<file path="config.mk">
export PLATFORM = sky130hd
export DESIGN_NAME = pba_front
export DESIGN_NICKNAME = d
export VERILOG_FILES = /design/src/rtl/pba_pkg.sv /design/src/rtl/pba_front.sv
export SDC_FILE = /design/constraint.sdc
export NUM_CORES = 1
export LEC_CHECK = 0
export BUFFER_PORTS_ARGS = -buffer_cell sky130_fd_sc_hd__buf_2
export CAP_MARGIN = 25
export CORE_MARGIN = 5
export CORE_UTILIZATION = 43
export DETAILED_ROUTE_END_ITERATION = 10
export PLACE_DENSITY = 0.85
export SKIP_LAST_GASP = 1
export SLEW_MARGIN = 5
export SYNTH_ARGS = -nofsm -noshare
export SYNTH_HDL_FRONTEND = slang
export SYNTH_SLANG_ARGS = --single-unit
</file>
<file path="constraint.sdc">
create_clock -name vclk -period 8
set_input_delay 1.2 -clock vclk [all_inputs]
set_output_delay 1.2 -clock vclk [all_outputs]
set_load 0.05 [all_outputs]
</file>
<file path="src/rtl/pba_pkg.sv">
// ----------------------------------------------------------------------------
// pba_pkg
// Types and constants shared by the page bitmap allocator modules.
// ----------------------------------------------------------------------------
`default_nettype none

package pba_pkg;

    localparam int PAGE_W    = 20;
    localparam int CNT_W     = 24;   // page count of the largest size at the smallest page
    localparam int ROW_BITS  = 64;   // bitmap bits per memory row
    localparam int ROW_SEL_W = 6;
    localparam logic [PAGE_W-1:0] LIMIT_RESET = 20'd4096;

    typedef enum logic [1:0] {
        OP_ALLOC   = 2'd0,
        OP_RESERVE = 2'd1,
        OP_FREE    = 2'd2,
        OP_INIT    = 2'd3
    } pba_op_t;

    typedef enum logic [2:0] {
        STAT_OK        = 3'd0,
        STAT_EXHAUSTED = 3'd1,
        STAT_WINDOW    = 3'd2,
        STAT_RESERVED  = 3'd3,
        STAT_FREE      = 3'd4,
        STAT_MAPSIZE   = 3'd5
    } pba_status_t;

    typedef enum logic {
        CFG_BASE_PAGE  = 1'b0,
        CFG_LIMIT_PAGE = 1'b1
    } pba_cfg_idx_t;

    typedef enum logic [2:0] {
        ST_CLEAR,
        ST_IDLE,
        ST_RANGE_CHK,
        ST_ALLOC_CHK,
        ST_INIT_CHK,
        ST_RD,
        ST_MOD,
        ST_DONE
    } pba_state_t;

    typedef struct packed {
        logic [1:0]        op;
        logic [PAGE_W-1:0] first_page;
        logic [PAGE_W-1:0] last_page;
        logic [31:0]       size_bytes;
    } pba_in_t;

    typedef struct packed {
        logic [2:0]        status;
        logic [PAGE_W-1:0] page;
    } pba_out_t;

    typedef struct packed {
        pba_op_t           op;
        logic [PAGE_W-1:0] first;
        logic [PAGE_W-1:0] last;
        logic [CNT_W-1:0]  npages;
        logic [PAGE_W:0]   past;     // page just past the map (init)
    } pba_cmd_t;

endpackage

`default_nettype wire

</file>
<file path="src/rtl/pba_front.sv">
// ----------------------------------------------------------------------------
// pba_front
// Decodes an incoming transaction: page count for alloc, map extent for init.
// ----------------------------------------------------------------------------
`default_nettype none

module pba_front import pba_pkg::*; #(
    parameter int PAGE_SHIFT = 12
) (
    input  pba_in_t           item,
    input  logic [PAGE_W-1:0] base_page,
    input  logic [PAGE_W-1:0] limit_page,
    output pba_cmd_t          cmd
);

    localparam int MAP_SHIFT = PAGE_SHIFT - 3;
    localparam logic [32:0] PAGE_ROUND = (33'd1 << PAGE_SHIFT) - 33'd1;
    localparam logic [15:0] MAP_ROUND  = (16'd1 << MAP_SHIFT) - 16'd1;

    logic [32:0]       size_sum;
    logic [PAGE_W-1:0] win;
    logic [PAGE_W:0]   win_sum;
    logic [15:0]       map_sum;
    logic [15:0]       map_pages;

    // map bytes are ceil(win/64)*8, so map pages are ceil(ceil(win/64) / 2^(shift-3))
    always_comb begin
        size_sum  = {1'b0, item.size_bytes} + PAGE_ROUND;
        win       = (limit_page > base_page) ? (limit_page - base_page) : '0;
        win_sum   = {1'b0, win} + 21'd63;
        map_sum   = {1'b0, win_sum[PAGE_W:ROW_SEL_W]} + MAP_ROUND;
        map_pages = map_sum >> MAP_SHIFT;

        cmd.op     = pba_op_t'(item.op);
        cmd.first  = item.first_page;
        cmd.last   = item.last_page;
        cmd.npages = CNT_W'(size_sum >> PAGE_SHIFT);
        cmd.past   = {1'b0, item.first_page} + 21'(map_pages);
    end

endmodule

`default_nettype wire

</file>
==> metrics.log <==
[metrics] last weighted congestion value of the routability-driven placer: 0.910
[metrics] fillers: about 600
[metrics] launch instance of the worst min-delay path: item[32]
[metrics] clock buffers: 0
[metrics] Via density: 5.21
[metrics] Sequential Power Share: 0%
[metrics] ANT nets after route: 0
[metrics] combined area of the multi-input logic cells: 0.00212 sq mm
[metrics] leading cell type by number of instances after synthesis: sky130_fd_sc_hd__buf_4
[metrics] cell total after placement: 566
[metrics] total number of vias: 2950
[metrics] actual slew at the worst max-slew pin: ~630 ps
[metrics] clock group share of total power: 0%
[metrics] via count of the first global-routing pass: 2712
[metrics] net switching power figure: 0.233 mW
[metrics] core region area: 0.00596 sq mm
[metrics] cts-stage hold buffer count: 0
[metrics] Global Route Usage Sum: 17.1%
[metrics] setup repair after global routing missed its margin: false
[metrics] number of antenna violations at the first check in global routing: 0
[metrics] number of synthesis warnings: 0
[metrics] leakage power: 1.64 nW
[metrics] max-slew headroom at the worst pin: 57.3%
[metrics] worst min path class: input pin to output pin
[metrics] number of hold violations in the final report: 0
[metrics] iteration-0 DRC count of the detailed router: 83
[metrics] number of placed I/O pins: 201
[metrics] placed wire-length estimate after detailed placement: 6900 microns
[metrics] per-instance average area after synthesis: slightly below 7 sq um
[metrics] post-route setup TNS: 0 ps
[metrics] category of the most critical setup path: input pin to output pin
[metrics] post-synthesis cell type with the largest combined area: sky130_fd_sc_hd__buf_4
[metrics] type of destination of the critical path: output pin
[metrics] number of cells in the finished layout apart from fillers: 566
[metrics] largest cells by area after synthesis: sky130_fd_sc_hd__buf_4 13%, sky130_fd_sc_hd__ha_1 13%, sky130_fd_sc_hd__xnor2_1 11%
[metrics] area of all sequential standard cells: 0 sq um
[metrics] result of the run: finished, final reports clean
[metrics] Worst Hold Path Cells: 0
[metrics] number of violations of the max-capacitance limit: 0
[metrics] crit share post-route: between 90% and 100%
[metrics] Post-Syn Area: between 0.002 and 0.003 sq mm
[metrics] commonest cells in the netlist: 46 x sky130_fd_sc_hd__buf_4, 42 x sky130_fd_sc_hd__inv_1, 33 x sky130_fd_sc_hd__xnor2_1
[metrics] count of unique library cells instantiated by Yosys: 67
[metrics] share of Yosys cell area claimed by the top area cell type: 13.1%
[metrics] Port-buffer cells: 154
[metrics] count of standard-cell rows: 28
[metrics] total iterations of the first detailed-routing run: 4
[metrics] sequential cells: 0
[metrics] layout overhead on the synthesized area: 18.8%
[metrics] critical path fanouts, max: 7
[metrics] worst endpoint required time: 6800 ps
[metrics] cells after synthesis: 387
[metrics] Die Y-Extent: 88.4 microns
[metrics] internal cell power: around 0.11 mW
[metrics] die width: just under 90 microns
[metrics] combinational power share: 100.0%
[metrics] Startpoint Class: input pin
[metrics] fmax: roughly 0.13 GHz
[metrics] hold-critical path endpoint: cmd[45]
[metrics] Total Wirelength: 7600 microns
[metrics] max-slew violations: 0
[metrics] DR DRC count: 0
[metrics] area of the die: 0.00782 sq mm
[metrics] peak supply drop: 0.0997 mV
[metrics] sequential-to-total area share from yosys stat: 0%
[metrics] drt wl/cell: 13.4 microns
[metrics] effective utilization at floorplan: between 40 and 50%
[metrics] switching power as a share of total power: between 60% and 70%
[metrics] number of diodes: 0
[metrics] ratio of total power to cell area: 109 mW/mm^2
[metrics] share of post-route cells with drive strength above 1: 36.0%
[metrics] total congestion overflow: 0
[metrics] wire length of the first global-routing pass: between 10000 and 15000 microns
[metrics] fin crit period: 7470 ps
[metrics] final setup violation count: 0
[metrics] largest net degree at the start of global routing: 11
[metrics] data arrival time of the critical path: 6270 ps
[metrics] Final #Nets: 636
-- per-layer routing --
layer  share of wire (%)  up-vias  global-route usage [%]  wire length, microns
met4                0.83        0                    2.88                    63
met3                 8.1       12                    2.05                   617
met1                  38     1307                    18.7                  2860
met5                   0        -                       0                     0
met2                  53      114                    35.0                  4050
li1                    -     1517                       -                     -
-- cells by family after synthesis --
kind of cell | share of synthesized area (%)
other | 0.142
adder cells (fa/ha/maj) | 14.3
multiplexers | 1.37
buffers and inverters | 20.4
AND/OR/NAND/NOR | 25.7
XOR/XNOR | 16.2
AO/OA/AOI/OAI | 21.9
-- final cells by class --
class                           instances  share of cell area (%)
Timing Repair Buffer                  154                    24.5
Inverter                               42                    5.02
Tap cell                               75                    2.99
Multi-Input combinational cell        295                    67.5
-- metrics by stage --
stage	hold WS [ps]	utilization (%)	area, sq um	power (mW)	setup WS, ps
6_report	2400	52.8	3140	0.344	533
5_1_grt	2400	52.8	3140	0.370	5.51
4_1_cts	2400	52.7	3140	0.345	484
3_5_place_dp	2400	52.7	3140	0.344	511
3_3_place_gp	2400	52.7	3140	0.337	734
2_1_floorplan	2570	-	2660	0.297	289
-- cell usage in the layout, fill, tap and decap left out, types with 7 or more instances in the layout --
| cell type | count |
|---|---|
| sky130_fd_sc_hd__nand3_1 | 18 |
| sky130_fd_sc_hd__a21oi_1 | 22 |
| sky130_fd_sc_hd__nor2_1 | 29 |
| sky130_fd_sc_hd__buf_2 | 154 |
| sky130_fd_sc_hd__xnor2_1 | 33 |
| sky130_fd_sc_hd__nand2_1 | 32 |
| sky130_fd_sc_hd__nor3_1 | 8 |
| sky130_fd_sc_hd__o21ai_0 | 14 |
| sky130_fd_sc_hd__nor4_1 | 8 |
| sky130_fd_sc_hd__inv_1 | 42 |
| sky130_fd_sc_hd__xor2_1 | 14 |
| sky130_fd_sc_hd__nand4_1 | 7 |
| sky130_fd_sc_hd__ha_1 | 27 |
-- worst max-delay path by stage --
stage,startpoint,end,slack [ps],depth (start not counted)
after floorplan,limit_page[0],cmd[20],290,22
after global placement,base_page[0],cmd[18],730,25
after detailed placement,base_page[0],cmd[18],510,25
after CTS,base_page[0],cmd[18],480,25
after global routing,base_page[0],cmd[18],6,25
final,base_page[0],cmd[18],530,25
-- critical path: stages --
cell                        delay (ps)
sky130_fd_sc_hd__buf_2             100
sky130_fd_sc_hd__ha_1              220
sky130_fd_sc_hd__fa_1              400
sky130_fd_sc_hd__nand2b_1          220
sky130_fd_sc_hd__a211oi_2          310
sky130_fd_sc_hd__o31a_1            200
sky130_fd_sc_hd__nor2_1             80
sky130_fd_sc_hd__nor4b_1           340
sky130_fd_sc_hd__o2bb2ai_1         180
sky130_fd_sc_hd__nor3_4            270
sky130_fd_sc_hd__xor2_1            110
sky130_fd_sc_hd__nor2_1            110
sky130_fd_sc_hd__ha_1              170
sky130_fd_sc_hd__inv_1              60
sky130_fd_sc_hd__fa_1              390
sky130_fd_sc_hd__nor2b_1           120
sky130_fd_sc_hd__o21ai_0           100
sky130_fd_sc_hd__a21boi_0          230
sky130_fd_sc_hd__o21ai_0           150
sky130_fd_sc_hd__a21boi_0          260
sky130_fd_sc_hd__o21ai_0           270
sky130_fd_sc_hd__nor2_2            250
sky130_fd_sc_hd__nand3_1           120
sky130_fd_sc_hd__xnor2_1           140
sky130_fd_sc_hd__buf_2             280
-- repair_timing --
| item | CTS | global route |
|---|---|---|
| gates resized for setup | 0 | 1 |
| setup buffers | 0 | 0 |
| hold endpoints to repair | 0 | 0 |
| setup endpoints to repair | 0 | 2 |
-- power by group through the flow --
| stage | logic (mW) | registers [mW] | clock network, mW |
|---|---|---|---|
| after floorplan | 0.297 | 0 | 0 |
| after global placement | 0.337 | 0 | 0 |
| after detailed placement | 0.344 | 0 | 0 |
| after CTS | 0.345 | 0 | 0 |
| after global routing | 0.370 | 0 | 0 |
| final | 0.344 | 0 | 0 |
Power figures use the tool's default switching activity.
