==> src/rtl/pba_pkg.sv <==
// ----------------------------------------------------------------------------
// pba_pkg
// Types and constants shared by the page bitmap allocator modules.
// ----------------------------------------------------------------------------
`default_nettype none

package pba_pkg;

    localparam int PAGE_W    = 20;
    localparam int CNT_W     = 24;   // page count of the largest size at the smallest page
    localparam int ROW_BITS  = 64;   // bitmap bits per memory row
    localparam int ROW_SEL_W = 6;
    localparam logic [PAGE_W-1:0] LIMIT_RESET = 20'd4096;

    typedef enum logic [1:0] {
        OP_ALLOC   = 2'd0,
        OP_RESERVE = 2'd1,
        OP_FREE    = 2'd2,
        OP_INIT    = 2'd3
    } pba_op_t;

    typedef enum logic [2:0] {
        STAT_OK        = 3'd0,
        STAT_EXHAUSTED = 3'd1,
        STAT_WINDOW    = 3'd2,
        STAT_RESERVED  = 3'd3,
        STAT_FREE      = 3'd4,
        STAT_MAPSIZE   = 3'd5
    } pba_status_t;

    typedef enum logic {
        CFG_BASE_PAGE  = 1'b0,
        CFG_LIMIT_PAGE = 1'b1
    } pba_cfg_idx_t;

    typedef enum logic [2:0] {
        ST_CLEAR,
        ST_IDLE,
        ST_RANGE_CHK,
        ST_ALLOC_CHK,
        ST_INIT_CHK,
        ST_RD,
        ST_MOD,
        ST_DONE
    } pba_state_t;

    typedef struct packed {
        logic [1:0]        op;
        logic [PAGE_W-1:0] first_page;
        logic [PAGE_W-1:0] last_page;
        logic [31:0]       size_bytes;
    } pba_in_t;

    typedef struct packed {
        logic [2:0]        status;
        logic [PAGE_W-1:0] page;
    } pba_out_t;

    typedef struct packed {
        pba_op_t           op;
        logic [PAGE_W-1:0] first;
        logic [PAGE_W-1:0] last;
        logic [CNT_W-1:0]  npages;
        logic [PAGE_W:0]   past;     // page just past the map (init)
    } pba_cmd_t;

endpackage

`default_nettype wire

==> src/rtl/pba_queue.sv <==
// ----------------------------------------------------------------------------
// pba_queue
// Two-entry command queue between the decoder and the bitmap sequencer.
// ----------------------------------------------------------------------------
`default_nettype none

module pba_queue import pba_pkg::*; (
    input  logic     aclk,
    input  logic     aresetn,
    input  logic     in_valid,
    output logic     in_ready,
    input  pba_cmd_t in_cmd,
    output logic     out_valid,
    input  logic     out_ready,
    output pba_cmd_t out_cmd
);

    pba_cmd_t   q_reg [2];
    logic       wr_ptr_reg, wr_ptr_next;
    logic       rd_ptr_reg, rd_ptr_next;
    logic [1:0] count_reg, count_next;
    logic       push, pop;

    always_comb begin
        in_ready    = (count_reg != 2'd2);
        out_valid   = (count_reg != 2'd0);
        out_cmd     = q_reg[rd_ptr_reg];
        push        = in_valid & in_ready;
        pop         = out_valid & out_ready;
        wr_ptr_next = push ? ~wr_ptr_reg : wr_ptr_reg;
        rd_ptr_next = pop ? ~rd_ptr_reg : rd_ptr_reg;
        count_next  = count_reg + {1'b0, push} - {1'b0, pop};
    end

    always_ff @(posedge aclk) begin
        if (!aresetn) begin
            wr_ptr_reg <= 1'b0;
            rd_ptr_reg <= 1'b0;
            count_reg  <= 2'd0;
        end else begin
            wr_ptr_reg <= wr_ptr_next;
            rd_ptr_reg <= rd_ptr_next;
            count_reg  <= count_next;
        end
    end

    always_ff @(posedge aclk) begin
        if (push) begin
            q_reg[wr_ptr_reg] <= in_cmd;
        end
    end

endmodule

`default_nettype wire

==> config.mk <==
export PLATFORM = sky130hd
export DESIGN_NAME = pba_queue
export DESIGN_NICKNAME = d
export VERILOG_FILES = /design/src/rtl/pba_pkg.sv /design/src/rtl/pba_queue.sv
export SDC_FILE = /design/constraint.sdc
export NUM_CORES = 1
export LEC_CHECK = 0
export BUFFER_PORTS_ARGS = -buffer_cell sky130_fd_sc_hd__buf_2
export CAP_MARGIN = 15
export CORE_MARGIN = 3
export CORE_UTILIZATION = 56
export CTS_CLUSTER_SIZE = 28
export DETAILED_ROUTE_END_ITERATION = 10
export GPL_TIMING_DRIVEN = 0
export PLACE_DENSITY = 0.84
export RECOVER_POWER = 25
export SLEW_MARGIN = 20
export SYNTH_ARGS = -nofsm -noshare
export SYNTH_HDL_FRONTEND = slang
export SYNTH_SLANG_ARGS = --single-unit
==> constraint.sdc <==
create_clock -name aclk -period 13.7 [get_ports aclk]
set_input_delay 0.685 -clock aclk [delete_from_list [all_inputs] [get_ports aclk]]
set_output_delay 0.685 -clock aclk [all_outputs]
set_load 0.05 [all_outputs]
==> results of run 1 <==
## layout make-up
class	instances	area, um^2	area share [%]
plain buffers	10	81.3	0.962
clock buffers	23	468	5.53
clock inverters	9	201	2.38
inverters	1	3.75	0.0444
multi-input cells	105	1230	14.6
flip-flops and latches	179	5330	63.0
well taps	143	179	2.12
repair buffers	183	963	11.4
## per-stage QoR
stage | std cells | utilization (%) | hold slack [ns]
floorplan | 295 | - | 0.455
global placement | 617 | 66.9 | 0.466
detailed placement | 621 | 67.9 | 0.524
CTS | 653 | 73.7 | 0.430
global route | 653 | 73.4 | 0.432
finish | 653 | 73.4 | 0.449
## cell usage after synthesis, types with 2 or more instances
master      n
buf_6       5
edfxtp_1  174
buf_2       5
mux2_4     30
nand2_1     2
nand2b_1    2
ha_1        2
mux2_2     57
and2_1      2
xnor2_1     3
nor2b_1     2
dfxtp_1     5
## how the worst min path moves through the flow
stage	startpoint	to	cells past startpoint
2_1_floorplan	wr_ptr_reg	wr_ptr_reg	2
3_3_place_gp	wr_ptr_reg	wr_ptr_reg	2
3_5_place_dp	wr_ptr_reg	wr_ptr_reg	2
4_1_cts	in_cmd[61]	q_reg[1][61]	1
5_1_grt	in_cmd[30]	q_reg[1][30]	1
6_report	in_cmd[61]	q_reg[1][61]	1
## cell families after synthesis
family | after synthesis | synth area share, %
fa+ha+maj | 2 | 0.377
buf+inv | 11 | 1.28
compound gates | 1 | 0.113
xor+xnor | 3 | 0.396
mux | 88 | 16.6
simple gates | 11 | 0.924
flops | 179 | 80.3
## report_power, final
part           internal [uW]  switching, uW
combinational            193            436
sequential               687           19.0
clock                    352            184
## metal layers
| metal | share of wire, % | vias up | wire length, um |
|---|---|---|---|
| li1 | - | 1573 | - |
| met4 | 1.8 | 2 | 210 |
| met2 | 53 | 135 | 6200 |
| met3 | 7.5 | 19 | 883 |
| met1 | 38 | 1653 | 4470 |
| met5 | 0.093 | - | 11 |
## layout by cell type (no fill, tap or decap), drive strengths merged
| cell | n |
|---|---|
| and2 | 2 |
| and3 | 1 |
| buf | 172 |
| bufinv | 6 |
| clkbuf | 44 |
| clkinv | 2 |
| clkinvlp | 1 |
| dfxtp | 5 |
| edfxtp | 174 |
| ha | 2 |
| inv | 1 |
| mux2 | 87 |
| mux2i | 1 |
| nand2 | 2 |
| nand2b | 2 |
| nor2 | 1 |
| nor2b | 2 |
| o21a | 1 |
| or2 | 1 |
| xnor2 | 3 |
==> reports/results.txt, run 1 <==
Family with the most delay on the worst path - buffers and inverters
Area Growth Syn to Fin - 27.5%
Area leader, netlist - edfxtp_1
H-tree depth - 4
GP Congestion - 0.671
Number of diodes - 0
Initial core utilization - 57.6%
Power, Total - 1870 uW
Vias in the first global route - 3,573
Maximum vdd drop - 137 uV
CTS sink count - 179
Setup Buffers After CTS - 0
Slowest Stage Delay on Critical Path - 0.32 ns
Top Usage Layer GRT - met2
Final-report max-slew violation count - 0
Layout cells sized above 1 - 56.7%
Routed Antenna Nets - 0
Die width - 115 um
Critical path class - flop to primary output
Cell count after synthesis - 295
Syn Std Cell Area - 0.00663 mm^2
CTS tree - done
Fin area - 0.00846 mm^2
DR iter-0 viols - 193
Buffer and inverter count on the worst path - 4
Clock transition at path regs - 0.06 ns
Top post-synthesis cells by area - edfxtp_1 (79%), mux2_2 (9.7%), mux2_4 (6.8%)
Critical Path Sink - out_cmd[61]
Fmax - 409 MHz
Synth cell types - 18
Initial antenna violation count - 1
Largest net degree at the start of global routing - 49
Total die area - 0.0132 mm^2
Row Count - 39
Clock skew - 0.00469 ns
Yosys top cell area share - 78.8%
Headroom to the max-slew limit - 50.9%
Syn Area/Cell - 22.5 um^2
Endpoint class of the critical path - primary output
Final setup TNS - 0 ns
Post-synth ARST share - 0%
DRT Pass-1 Iters - 4
Pre-CTS WS - 11.57 ns
Status - complete, no violations
Crit-path cells - buf_6 -> buf_6 -> buf_6 -> mux2_4 -> buf_2
Met1 Resource Use GR - 20.3%
Min-delay worst type - input port to flop
Cell area power density - 221 mW/mm^2
Reg2Reg Setup Slack - 11.84 ns
Global route overflow - 0
GRT Util Overall - 18.5%
Placed wire-length estimate - 7780 um
Logic depth of the worst path, buffers included - 5
Most used cell, CP - buf_6
CP arrival - 1.76 ns
Final worst slack - 11.25 ns
Slowest CP cell - dfxtp_1
Crit Reg-Reg Endpoint - q_reg[0][36]
Final nets - 590
Filler Cells Inserted - 685
Number of hold buffers added after cts - 0
Die height - 115 um
RSZ-0062 raised after global routing - no
Reg2Reg Launch Point - count_reg[0]
Hold Fails Final Rpt - 0
Setup violators final - 0
CP Data Required Time - 13.02 ns
R2R depth - 4
Port bufs - 179
Drt total wl - 11,800 um
GR Util met2 - 32.5%
Tmin final - 2.45 ns
DR DRC count - 0
Longest Clk Path Bufs - 2
Met3 track utilization from global routing - 6.63%
Worst-Margin Slew - 0.735 ns
Total CTS buffers - 17
Warnings from Yosys - 0
Max reg flops - 174
Via count - 3,382
Gates resized, CTS repair - 0
Post-synthesis sequential area ratio - 80.3%
Max_cap viols - 0
Final Cycle Share - 17.9%
Global-route wire length before repair - 17,900 um
Clock latency on the worst-skew pair - 0.42 ns
Synth Flop Type - edfxtp_1
Core ar. - 0.0115 mm^2
Vias per std cell - 5.18
Root buffer cell - clkbuf_16
Startpoint Class - flop
Placed Area - 0.00782 mm^2
Critical path peak fanout - 10
Post-synth EDFFs - 174
Syn_nets - 388
Top Ports - 180
Leakage - 0.00322 uW
Synthesis-stage register bit count - 179
Routed wire per std cell - 18.0 um
No activity file was read; power rests on OpenSTA's default activity.
==> inputs of run 2 (changes only) <==
--- a/config.mk
+++ b/config.mk
@@ -8,11 +8,11 @@
 export BUFFER_PORTS_ARGS = -buffer_cell sky130_fd_sc_hd__buf_2
 export CAP_MARGIN = 15
 export CORE_MARGIN = 3
-export CORE_UTILIZATION = 56
+export CORE_UTILIZATION = 47
 export CTS_CLUSTER_SIZE = 28
 export DETAILED_ROUTE_END_ITERATION = 10
 export GPL_TIMING_DRIVEN = 0
-export PLACE_DENSITY = 0.84
+export PLACE_DENSITY = 0.76
 export RECOVER_POWER = 25
 export SLEW_MARGIN = 20
 export SYNTH_ARGS = -nofsm -noshare
==> constraint.sdc (replaced) <==
create_clock -name aclk -period 2.1 [get_ports aclk]
set_input_delay 0.105 -clock aclk [delete_from_list [all_inputs] [get_ports aclk]]
set_output_delay 0.105 -clock aclk [all_outputs]
set_load 0.05 [all_outputs]
==> run 2 against run 1 <==
Against the previous run: cell count grew 18%; critical path depth stayed put; largest power group unchanged; critical endpoint is now q_reg[0][2]; non-clock buffer count rose by 88; critical path type is now flop to flop; wire length rose by 7.1%; combinational power grew to 6.8 times the previous value; count of clock-buffer cells in the layout fell by 2.
==> reports/results.txt, run 2 (synthesis gave the netlist of run 1 again) <==
Top Ports - 180 (unchanged)
Port bufs - 179 (unchanged)
Final nets - 678 (+15%)
Clock power frac - 25.7% (-2.9 points)
Clock latency on the worst-skew pair - 0.41 ns (about the same)
GP Congestion - 0.722 (+7.6%)
Leakage - 0.00348 uW (+8.2%)
Initial core utilization - 49.1% (-8.5 points)
CTS tree - done
Max reg flops - 174 (unchanged)
Vias per std cell - 4.73 (-8.6%)
Row Count - 42 (+7.7%)
Comb power frac - 35.6% (+2.0 points)
Startpoint Class - flop
Final-report max-slew violation count - 0 (unchanged)
H-tree depth - 4 (unchanged)
RSZ-0062 raised after global routing - no
Clock skew - 0.00451 ns (-0.000182 ns)
Finished Core Util - 68.7% (-4.8 points)
DR iter-0 viols - 273 (+41%)
Cell area power density - 1290 mW/mm^2 (+480%)
Initial antenna violation count - 0 (-1)
CP Data Required Time - 2.22 ns (-10.80 ns)
Placed Area - 0.00787 mm^2 (+0.74%)
Routed wire per std cell - 16.3 um (-9.6%)
Maximum vdd drop - 820 uV (+500%)
Worst-Margin Slew - 0.794 ns (+0.0589 ns)
Layout cells sized above 1 - 44.7% (-12 points)
Sw frac - 35.3% (+1.2 points)
Critical path class - flop to flop
Internal Power - 7710 uW (+530%)
CP arrival - 2.06 ns (+0.30 ns)
Global-route wire length before repair - 20,200 um (+13%)
Commonest non-fill, non-tap cell in the layout - edfxtp_1
Total CTS buffers - 17 (unchanged)
DR DRC count - 0 (unchanged)
Largest net degree at the start of global routing - 51 (+4.1%)
DRT Pass-1 Iters - 4 (unchanged)
Core ar. - 0.0135 mm^2 (+17%)
CTS sink count - 179 (unchanged)
Final Cycle Share - 92.5%
Fin area - 0.00927 mm^2 (+9.7%)
Headroom to the max-slew limit - 47.0% (-3.9 points)
Setup violators final - 0 (unchanged)
Die width - 125 um (+8.7%)
Total die area - 0.0156 mm^2 (+18%)
Routed Antenna Nets - 0 (unchanged)
Commonest non-fill, non-tap cells in the layout - edfxtp_1 (174), buf_2 (140), dlygate4sd3_1 (88)
Hold Fails Final Rpt - 0 (unchanged)
Status - complete, no violations
Fmax - 515 MHz
Via count - 3,659 (+8.2%)
Root buffer cell - clkbuf_16
Psw - 4210 uW (+560%)
Global route overflow - 0 (unchanged)
Gates resized, CTS repair - 0 (unchanged)
Area Growth Syn to Fin - 39.8%
Vias in the first global route - 3,883 (+8.7%)
Register share of total power - 38.7% (+0.9 points)
Number of diodes - 0 (unchanged)
Die height - 125 um (+8.7%)
Max_cap viols - 0 (unchanged)
Critical path peak fanout - 25 (+15)
Clock transition at path regs - 0.06 ns (about the same)
GRT Util Overall - 16.5% (-1.9 points)
Tmin final - 1.94 ns
Setup Buffers After CTS - 0 (unchanged)
Longest Clk Path Bufs - 2 (unchanged)
Min-delay worst type - input port to flop
Drt total wl - 12,600 um (+7.1%)
Placed wire-length estimate - 8050 um (+3.6%)
Endpoint class of the critical path - flop
run 2: routing by layer:
| metal | global-route usage [%] | share of wire (%) | vias up |
|---|---|---|---|
| met1 | 20.1 | 40 | 1770 |
| met3 | 5.45 | 7.0 | 12 |
| met2 | 28.0 | 51 | 135 |
| li1 | - | - | 1742 |
| met5 | 0 | 0 | - |
| met4 | 5.42 | 1.4 | 0 |
run 2: power groups by stage:
stage / clock, uW / combinational (uW) / sequential [uW]
final: 3060 / 4250 / 4610
after global routing: 3300 / 4460 / 4650
after CTS: 3130 / 4300 / 4610
after detailed placement: 0 / 4160 / 4680
after global placement: 0 / 4020 / 4690
after floorplan: 0 / 3250 / 4660
run 2: timing repair:
action | in CTS | in global routing
hold endpoints to repair | 178 | 0
endpoints found under the setup margin | 0 | 0
hold buffers | 88 | 0
run 2: worst max-delay path, stage by stage, from the launching register on:
cell	delay, ns
dfxtp_2	0.34
nand2b_4	0.15
nand2_4	0.07
nor2_4	0.63
buf_12	0.27
buf_16	0.17
run 2: area by class of cell:
cell class / instances / area (um^2)
Sequential cell: 179 / 5330
Fill cell: 895 / 4230
Timing Repair Buffer: 271 / 1820
Multi-Input combinational cell: 105 / 1250
Clock buffer: 21 / 440
Tap cell: 176 / 220
Clock inverter: 10 / 134
Buffer: 10 / 81.3
Inverter: 1 / 3.75
run 2: metrics by stage:
stage	TNS, ns	hold WS [ns]	setup WS (ns)	cells	total power [uW]
finish	0	0.0538	0.157	773	11900
global route	0	0.0493	0.0281	773	12400
CTS	0	0.0349	0.112	773	12000
detailed placement	0	0.296	0.113	654	8840
global placement	-105.71	0.293	-0.778	650	8710
floorplan	-27.80	0.204	-0.267	295	7910
run 2: final timing paths:
path	slack, ns	endpoint	start	depth (start not counted)
max	0.16	q_reg[0][2]	count_reg[0]	5
min	0.05	wr_ptr_reg	in_valid	3
min reg2reg	0.54	flop	rd_ptr_reg	2
max reg2reg	0.16	q_reg[0][2]	count_reg[0]	5
